$ cat config.mk
export PLATFORM = sky130hd
export DESIGN_NAME = crc_frame_receiver_with_ack
export DESIGN_NICKNAME = d
export VERILOG_FILES = /design/src/hdl/crcfr_pkg.sv /design/src/hdl/crc_frame_receiver_with_ack.sv /design/src/hdl/crcfr_ctrl.sv /design/src/hdl/crcfr_datapath.sv
export SDC_FILE = /design/constraint.sdc
export NUM_CORES = 1
export LEC_CHECK = 0
export ABC_AREA = 1
export BUFFER_PORTS_ARGS = -buffer_cell sky130_fd_sc_hd__buf_4
export CAP_MARGIN = 40
export CELL_PAD_IN_SITES_DETAIL_PLACEMENT = 1
export CELL_PAD_IN_SITES_GLOBAL_PLACEMENT = 1
export CORE_MARGIN = 2
export CORE_UTILIZATION = 40
export DETAILED_ROUTE_END_ITERATION = 8
export PLACE_DENSITY_LB_ADDON = 0.05
export SLEW_MARGIN = 20
export SYNTH_ARGS = -nofsm -noshare
export SYNTH_HDL_FRONTEND = slang
export SYNTH_SLANG_ARGS = --single-unit
$ cat constraint.sdc
create_clock -name clk -period 5.3 [get_ports clk]
set_input_delay 0.53 -clock clk [delete_from_list [all_inputs] [get_ports clk]]
set_output_delay 0.53 -clock clk [all_outputs]
set_load 0.01 [all_outputs]
$ cat src/hdl/crcfr_pkg.sv
// Shared types, constants and the CRC byte step for the frame receiver.
package crcfr_pkg;

    localparam int FRAME_LEN   = 11;
    localparam int PAYLOAD_LEN = 7;
    localparam int FILL_W      = 4;
    localparam int CNT_W       = 3;

    localparam logic [3:0]  NUM_COMMANDS = 4'd9;
    localparam logic [15:0] CRC_INIT     = 16'hFFFF;
    localparam logic [15:0] CRC_POLY     = 16'hA001;
    localparam logic [7:0]  HEADER_RESET = 8'hAA;
    localparam logic [7:0]  TAIL_RESET   = 8'h55;
    localparam logic [7:0]  DONE_VALUE   = 8'h01;

    // request codes
    localparam logic [1:0] REQ_BYTE    = 2'd0;
    localparam logic [1:0] REQ_ARM     = 2'd1;
    localparam logic [1:0] REQ_CONSUME = 2'd2;

    // register indexes
    localparam logic CFG_HEADER = 1'b0;
    localparam logic CFG_TAIL   = 1'b1;

    // result kinds
    localparam logic KIND_FRAME   = 1'b0;
    localparam logic KIND_CONSUME = 1'b1;

    typedef struct packed {
        logic [1:0] req_type;
        logic [7:0] rx_byte;
        logic [3:0] cmd_mode;
    } req_t;

    typedef struct packed {
        logic        result_kind;
        logic        crc_ok;
        logic [7:0]  frame_region;
        logic [7:0]  frame_mode;
        logic [7:0]  frame_done;
        logic [15:0] frame_data;
        logic        active_cleared;
        logic        flag_taken;
    } rsp_t;

    typedef struct packed {
        logic load_byte;
        logic arm;
        logic latch_cmd;
        logic drop;
        logic crc_init;
        logic crc_step;
        logic emit_frame;
        logic emit_consume;
    } dp_cmd_t;

    typedef struct packed {
        logic fill_zero;
        logic fill_full;
        logic front_is_header;
        logic tail_match;
        logic crc_last;
    } dp_status_t;

    // One byte of reflected Modbus CRC-16: eight shift steps.
    function automatic logic [15:0] crc_byte(input logic [15:0] crc_in,
                                             input logic [7:0] data);
        logic [15:0] c;
        c = crc_in ^ {8'h00, data};
        for (int b = 0; b < 8; b++) begin
            if (c[0])
                c = (c >> 1) ^ CRC_POLY;
            else
                c = c >> 1;
        end
        return c;
    endfunction

endpackage

$ cat src/hdl/crc_frame_receiver_with_ack.sv
// Top level of the framed byte receiver with CRC-16 check and completion flags.
//
// Request channel (req_valid / req_stall / req): one word per received byte,
// arm command or consume request. Response channel (rsp_valid / rsp_stall /
// rsp): one word per taken frame and per consume request. Config port
// (cfg_we / cfg_index / cfg_data) sets the header and tail byte values.
//
// Steps after a word is accepted:
//   arm word          applied as it is taken, no response
//   byte, no frame    search step: drop front bytes (one shift of the window per
//                     cycle) until a header leads and a full window has its tail
//   frame-ending byte search step, CRC pass over the seven payload bytes (one
//                     payload byte per cycle), then a load step to rsp_valid;
//                     the block is then idle and takes the next word
//   consume word      a load step to rsp_valid, then idle for the next word
// The block works on one word at a time; req_stall is high while it is busy.
// A loaded response waits in the output register while the next word is
// taken; a second response waits in its load step until rsp_stall drops.
// Reset empties the window, clears all completion flags and the active
// command, and restores the header and tail values to their defaults.
module crc_frame_receiver_with_ack (
    input  logic            clk,
    input  logic            rst_n,
    input  logic            req_valid,
    output logic            req_stall,
    input  crcfr_pkg::req_t req,
    output logic            rsp_valid,
    input  logic            rsp_stall,
    output crcfr_pkg::rsp_t rsp,
    input  logic            cfg_we,
    input  logic            cfg_index,
    input  logic [7:0]      cfg_data
);

    crcfr_pkg::dp_cmd_t    cmd;
    crcfr_pkg::dp_status_t status;

    crcfr_ctrl u_ctrl (
        .clk       (clk),
        .rst_n     (rst_n),
        .req_valid (req_valid),
        .req_type  (req.req_type),
        .req_stall (req_stall),
        .rsp_valid (rsp_valid),
        .rsp_stall (rsp_stall),
        .cmd       (cmd),
        .status    (status)
    );

    crcfr_datapath u_dp (
        .clk       (clk),
        .rst_n     (rst_n),
        .req       (req),
        .cfg_we    (cfg_we),
        .cfg_index (cfg_index),
        .cfg_data  (cfg_data),
        .cmd       (cmd),
        .status    (status),
        .rsp       (rsp)
    );

endmodule

$ cat src/hdl/crcfr_ctrl.sv
// Controller state machine: sequences header search, CRC pass and result loading.
module crcfr_ctrl (
    input  logic                  clk,
    input  logic                  rst_n,
    input  logic                  req_valid,
    input  logic [1:0]            req_type,
    output logic                  req_stall,
    output logic                  rsp_valid,
    input  logic                  rsp_stall,
    output crcfr_pkg::dp_cmd_t    cmd,
    input  crcfr_pkg::dp_status_t status
);

    typedef enum logic [2:0] {
        ST_IDLE,
        ST_STRIP,
        ST_CRC,
        ST_EMIT_FRAME,
        ST_EMIT_CONSUME
    } state_t;

    state_t state_reg, state_next;
    logic   rsp_valid_reg, rsp_valid_next;
    logic   accept;
    logic   slot_free;

    assign req_stall = (state_reg != ST_IDLE);
    assign rsp_valid = rsp_valid_reg;
    assign accept    = req_valid && (state_reg == ST_IDLE);
    assign slot_free = !rsp_valid_reg || !rsp_stall;

    always_comb
    begin
        state_next     = state_reg;
        cmd            = '0;
        rsp_valid_next = rsp_valid_reg && rsp_stall;
        unique case (state_reg)
            ST_IDLE:
            begin
                if (accept)
                begin
                    unique case (req_type)
                        crcfr_pkg::REQ_BYTE:
                        begin
                            cmd.load_byte = 1'b1;
                            state_next    = ST_STRIP;
                        end
                        crcfr_pkg::REQ_ARM:
                            cmd.arm = 1'b1;
                        crcfr_pkg::REQ_CONSUME:
                        begin
                            cmd.latch_cmd = 1'b1;
                            state_next    = ST_EMIT_CONSUME;
                        end
                        default: ;
                    endcase
                end
            end
            ST_STRIP:
            begin
                // drop one byte a cycle until the front is a header; a full window with a wrong tail drops too
                priority if (!status.fill_zero && !status.front_is_header)
                    cmd.drop = 1'b1;
                else if (status.fill_full && !status.tail_match)
                    cmd.drop = 1'b1;
                else if (status.fill_full)
                begin
                    cmd.crc_init = 1'b1;
                    state_next   = ST_CRC;
                end
                else
                    state_next = ST_IDLE;
            end
            ST_CRC:
            begin
                cmd.crc_step = 1'b1;
                if (status.crc_last)
                    state_next = ST_EMIT_FRAME;
            end
            ST_EMIT_FRAME:
            begin
                if (slot_free)
                begin
                    cmd.emit_frame = 1'b1;
                    rsp_valid_next = 1'b1;
                    state_next     = ST_IDLE;
                end
            end
            ST_EMIT_CONSUME:
            begin
                if (slot_free)
                begin
                    cmd.emit_consume = 1'b1;
                    rsp_valid_next   = 1'b1;
                    state_next       = ST_IDLE;
                end
            end
            default: state_next = ST_IDLE;
        endcase
    end

    always_ff @(posedge clk or negedge rst_n)
    begin
        if (!rst_n)
        begin
            state_reg     <= ST_IDLE;
            rsp_valid_reg <= 1'b0;
        end
        else
        begin
            state_reg     <= state_next;
            rsp_valid_reg <= rsp_valid_next;
        end
    end

endmodule

$ cat src/hdl/crcfr_datapath.sv
// Datapath: byte window, CRC register, completion flags, active mode and result register.
module crcfr_datapath (
    input  logic                  clk,
    input  logic                  rst_n,
    input  crcfr_pkg::req_t       req,
    input  logic                  cfg_we,
    input  logic                  cfg_index,
    input  logic [7:0]            cfg_data,
    input  crcfr_pkg::dp_cmd_t    cmd,
    output crcfr_pkg::dp_status_t status,
    output crcfr_pkg::rsp_t       rsp
);

    logic [7:0]                     win_reg [crcfr_pkg::FRAME_LEN];
    logic [7:0]                     win_next [crcfr_pkg::FRAME_LEN];
    logic [crcfr_pkg::FILL_W-1:0]   fill_reg, fill_next;
    logic [15:0]                    flags_reg, flags_next;
    logic [3:0]                     active_reg, active_next;
    logic [7:0]                     header_reg, tail_reg;
    logic [15:0]                    crc_reg;
    logic [crcfr_pkg::CNT_W-1:0]    cnt_reg;
    logic [3:0]                     mode_reg;
    crcfr_pkg::rsp_t                rsp_reg, rsp_next;

    logic [crcfr_pkg::FILL_W-1:0]   pay_idx;
    logic [7:0]                     pay_byte;
    logic                           frame_ok;
    logic                           frame_done;
    logic [7:0]                     frame_mode;
    logic                           frame_mode_valid;
    logic                           frame_clears;
    logic                           arm_valid;

    assign pay_idx  = crcfr_pkg::FILL_W'(cnt_reg) + crcfr_pkg::FILL_W'(1);
    assign pay_byte = win_reg[pay_idx];

    assign frame_ok   = (win_reg[8] == crc_reg[7:0]) && (win_reg[9] == crc_reg[15:8]);
    assign frame_mode = win_reg[2];
    assign frame_done = frame_ok && (win_reg[3] == crcfr_pkg::DONE_VALUE);
    assign frame_mode_valid = (frame_mode != 8'd0)
                           && (frame_mode <= {4'd0, crcfr_pkg::NUM_COMMANDS});
    assign frame_clears = frame_done && (active_reg != 4'd0)
                       && ({4'd0, active_reg} == frame_mode);
    assign arm_valid = (req.cmd_mode != 4'd0) && (req.cmd_mode <= crcfr_pkg::NUM_COMMANDS);

    assign status.fill_zero       = (fill_reg == '0);
    assign status.fill_full       = (fill_reg == crcfr_pkg::FILL_W'(crcfr_pkg::FRAME_LEN));
    assign status.front_is_header = (win_reg[0] == header_reg);
    assign status.tail_match      = (win_reg[crcfr_pkg::FRAME_LEN-1] == tail_reg);
    assign status.crc_last        = (cnt_reg == crcfr_pkg::CNT_W'(crcfr_pkg::PAYLOAD_LEN - 1));

    assign rsp = rsp_reg;

    // window and fill count
    always_comb
    begin
        win_next  = win_reg;
        fill_next = fill_reg;
        if (cmd.load_byte)
        begin
            for (int i = 0; i < crcfr_pkg::FRAME_LEN; i++)
            begin
                if (fill_reg == crcfr_pkg::FILL_W'(i))
                    win_next[i] = req.rx_byte;
            end
            fill_next = fill_reg + crcfr_pkg::FILL_W'(1);
        end
        else if (cmd.drop)
        begin
            for (int i = 0; i < crcfr_pkg::FRAME_LEN - 1; i++)
                win_next[i] = win_reg[i+1];
            fill_next = fill_reg - crcfr_pkg::FILL_W'(1);
        end
        else if (cmd.emit_frame)
            fill_next = '0;
    end

    // flags, active mode and result word
    always_comb
    begin
        flags_next  = flags_reg;
        active_next = active_reg;
        rsp_next    = rsp_reg;
        if (cmd.arm && arm_valid)
        begin
            active_next              = req.cmd_mode;
            flags_next[req.cmd_mode] = 1'b0;
        end
        if (cmd.emit_consume)
        begin
            rsp_next             = '0;
            rsp_next.result_kind = crcfr_pkg::KIND_CONSUME;
            rsp_next.flag_taken  = flags_reg[mode_reg];
            flags_next[mode_reg] = 1'b0;
        end
        if (cmd.emit_frame)
        begin
            if (frame_done && frame_mode_valid)
                flags_next[frame_mode[3:0]] = 1'b1;
            if (frame_clears)
                active_next = 4'd0;
            rsp_next.result_kind    = crcfr_pkg::KIND_FRAME;
            rsp_next.crc_ok         = frame_ok;
            rsp_next.frame_region   = win_reg[1];
            rsp_next.frame_mode     = frame_mode;
            rsp_next.frame_done     = win_reg[3];
            rsp_next.frame_data     = {win_reg[5], win_reg[4]};
            rsp_next.active_cleared = frame_clears;
            rsp_next.flag_taken     = 1'b0;
        end
    end

    always_ff @(posedge clk or negedge rst_n)
    begin
        if (!rst_n)
        begin
            fill_reg   <= '0;
            flags_reg  <= '0;
            active_reg <= 4'd0;
            header_reg <= crcfr_pkg::HEADER_RESET;
            tail_reg   <= crcfr_pkg::TAIL_RESET;
        end
        else
        begin
            fill_reg   <= fill_next;
            flags_reg  <= flags_next;
            active_reg <= active_next;
            if (cfg_we)
            begin
                unique case (cfg_index)
                    crcfr_pkg::CFG_HEADER: header_reg <= cfg_data;
                    crcfr_pkg::CFG_TAIL:   tail_reg   <= cfg_data;
                    default: ;
                endcase
            end
        end
    end

    always_ff @(posedge clk)
    begin
        win_reg <= win_next;
        rsp_reg <= rsp_next;
        if (cmd.latch_cmd)
            mode_reg <= req.cmd_mode;
        if (cmd.crc_init)
        begin
            crc_reg <= crcfr_pkg::CRC_INIT;
            cnt_reg <= '0;
        end
        else if (cmd.crc_step)
        begin
            crc_reg <= crcfr_pkg::crc_byte(crc_reg, pay_byte);
            cnt_reg <= cnt_reg + crcfr_pkg::CNT_W'(1);
        end
    end

endmodule

==> flow_summary.ini <==
[sta]
fmax_ghz = 0.293
period_share_pct = 64.4
relSlewSlack_pct = 43.9
slew_violations = 0
worst_slack_ps = 1890
setup_viol = 0
rsz0062_at_grt = no
tightest_slew_ps = 841
min_period_ps = 3410
tns_ps = 0
clock_skew_ps = 11.8
final_hold_viol_count = 0

[cells_and_area]
antenna_cells = 0
regArea_sq_um = 5560
multi_input_area_sq_um = 3570
drive_above_1_share_pct = 12.9
final_cell_mix = 288 x nand2_1, 134 x edfxtp_1, 128 x inv_1
largest_register_ffs = 80
fin_nets = 1208
area_delta_synth_final_pct = 15.7
final_common_cell = nand2_1
fillCellCount = 2831

[clocking]
clock_path_buffers = 2
ctsResizeCount = 0
root_buffer = clkbuf_16
clk_latency_ps = 450
cts.clk_slew.worst_paths_ps = 80
postCtsSetupBuffers = 0
cts_buffers = 17
clock_sinks = 199
cts_tree = done
cts_hold_buf = 0
h-tree-depth = 4

[route]
drt_wl_total_um = 29900
antenna_left = 0
dr.first_iter.drc_count = 565
drc_errors = 0
drt_first_pass_iters = 4
vias = 7975
wl_per_cell_um = 19.8
vias_per_cell = 5.28

[grt]
grt_usage_pct = 23.8
grt.overflow.total = 0
grt_max_degree = 47
grt_pass1_vias = 8080
grt_pass1_wl_um = 46700
antenna_found_initial = 1

[min_path]
hp-class = input pin to asynchronous set/reset pin

[logic_synthesis]
synth_flop_cell = edfxtp_1
synthXorXnorAreaFrac_pct = 2.23
synth_mux_area_share_pct = 0
synth-async-reset-ratio_pct = 22.1
synth_top_area_share_pct = 41.1
yosys.area_share.adder_pct = 0.766
yosysWarningCount = 0
yosys.area_share.simple_pct = 21.9
syn_nets = 1133
synth_area_sq_um = 9800
synthCells = 1099
yosysTopAreaCell = edfxtp_1
synth-edff-count = 134
synth_compound_area_share_pct = 11.4
ys_seq_area_share_pct = 56.7
synth_top_family_by_area = simple AND/OR/NAND/NOR gates
synth-seq-cells = 199
ys_types = 47
syn_area_per_cell_sq_um = 8.92
yosys-top-cells-area = edfxtp_1 41%, nand2_1 11%, dfrtp_1 9.2%

[status]
status = complete, no violations

[pwr]
p_leak_nw = 4.94
p_per_area_nw_per_um2 = 673
vdd_drop_max_uv = 231

[setup_path]
critical_path.max_fanout = 46
cp-end-kind = register
cp_data_arrival_time_ps = 3720
crit_type = register to register
worstPathRequired_ps = 5610
r2r_slack_ps = 1890
cp-start-kind = register

[floorplan]
dieArea_sq_um = 25800
die_h_um = 161
core_sq_um = 24200
initial_core_util_pct = 40.5
ios = 74
fp.dieW_um = 161
num_rows = 57

[placed_design]
dp_hpwl_um = 22100
port_buffers = 73
place_ws_ps = 1930
gp_congestion = 0.824

[flow_run]
maxCapViolCount = 0
## report_power, final
| group | internal (mW) | leakage (nW) | total (mW) | switching, mW |
|---|---|---|---|---|
| clock | 0.634 | 0.284 | 1.31 | 0.676 |
| combinational | 1.09 | 2.69 | 3.37 | 2.28 |
| sequential | 2.48 | 1.96 | 2.95 | 0.465 |
| total | 4.21 | 4.94 | 7.63 | 3.42 |
## final timing paths
kind                                 start                 to  cells past startpoint
max                        u_dp.cnt_reg[0]   u_dp.crc_reg[15]                     19
min                                  rst_n   u_dp.tail_reg[1]                      1
max reg2reg                u_dp.cnt_reg[0]   u_dp.crc_reg[15]                     19
min reg2reg                   u_dp.rsp[43]       u_dp.rsp[43]                      1
max in group asynchronous            rst_n  u_dp.flags_reg[4]                      1
min in group clk                    req[5]    u_dp.win_reg[1]                      1
## stage by stage
stage / total power [mW] / hold slack [ps] / std cells / area (sq um) / utilization, %
2_1_floorplan: 5.10 / 234 / 1099 / 9800 / -
3_3_place_gp: 6.16 / 455 / 1471 / 10700 / 44.1
3_5_place_dp: 6.31 / 459 / 1479 / 10700 / 44.5
4_1_cts: 7.65 / 97.7 / 1511 / 11300 / 46.9
5_1_grt: 8.20 / 111 / 1511 / 11300 / 46.9
6_report: 7.63 / 63.7 / 1511 / 11300 / 46.9
## logic make-up (layout without fill, tap and decap cells)
family	after synthesis	after routing
adders and majority gates	6	6
buffers and inverters	168	256
and+or+nand+nor	501	501
xor gates and xnor gates	25	25
DFF	199	199
AOI/OAI and AO/OA	200	200
## cell usage after synthesis (4+ instances only)
master and n:
a211oi_1 5, a21oi_1 31, a22oi_1 6, buf_2 6, buf_6 5, clkbuf_1 22
dfrtp_1 36, dfstp_2 8, dfxtp_1 21, edfxtp_1 134, ha_1 6, inv_1 128
nand2_1 290, nand2_2 9, nand3_1 73, nand4_1 26, nor2_1 78, nor3_1 10
o211ai_1 16, o21ai_0 119, o21ai_1 4, o311ai_0 4, o31ai_1 4, xnor2_1 19
xor2_1 6
## worst max-delay path, cell delays in order, from the launching register on
cell and delay, ps:
dfxtp_1 310, buf_4 390, inv_4 210, ha_1 350, inv_1 520, nand3_1 150, nand2_1 120, nand2_1 120
nand3_1 140, nand2_1 60, nand2_1 150, nand2_1 80, nand2_2 80, nand2_1 50, nand2_1 80, nand2_2 70
nand2_2 90, nand2_1 70, nand3_1 80, o211ai_1 100
## per-layer routing
| layer | global-route usage (%) | share of wire (%) |
|---|---|---|
| met5 | 0 | 0 |
| met4 | 4.50 | 1.2 |
| met3 | 4.03 | 3.6 |
| met2 | 38.9 | 47 |
| met1 | 33.7 | 48 |
## area by class of cell
type / count / area share (%)
Sequential cell: 199 / 49.0
Tap cell: 324 / 3.58
Inverter: 132 / 4.39
Clock inverter: 14 / 1.40
Multi-Input combinational cell: 732 / 31.5
Clock buffer: 18 / 3.79
Timing Repair Buffer: 92 / 6.33
(Power assumes the default switching activity.)
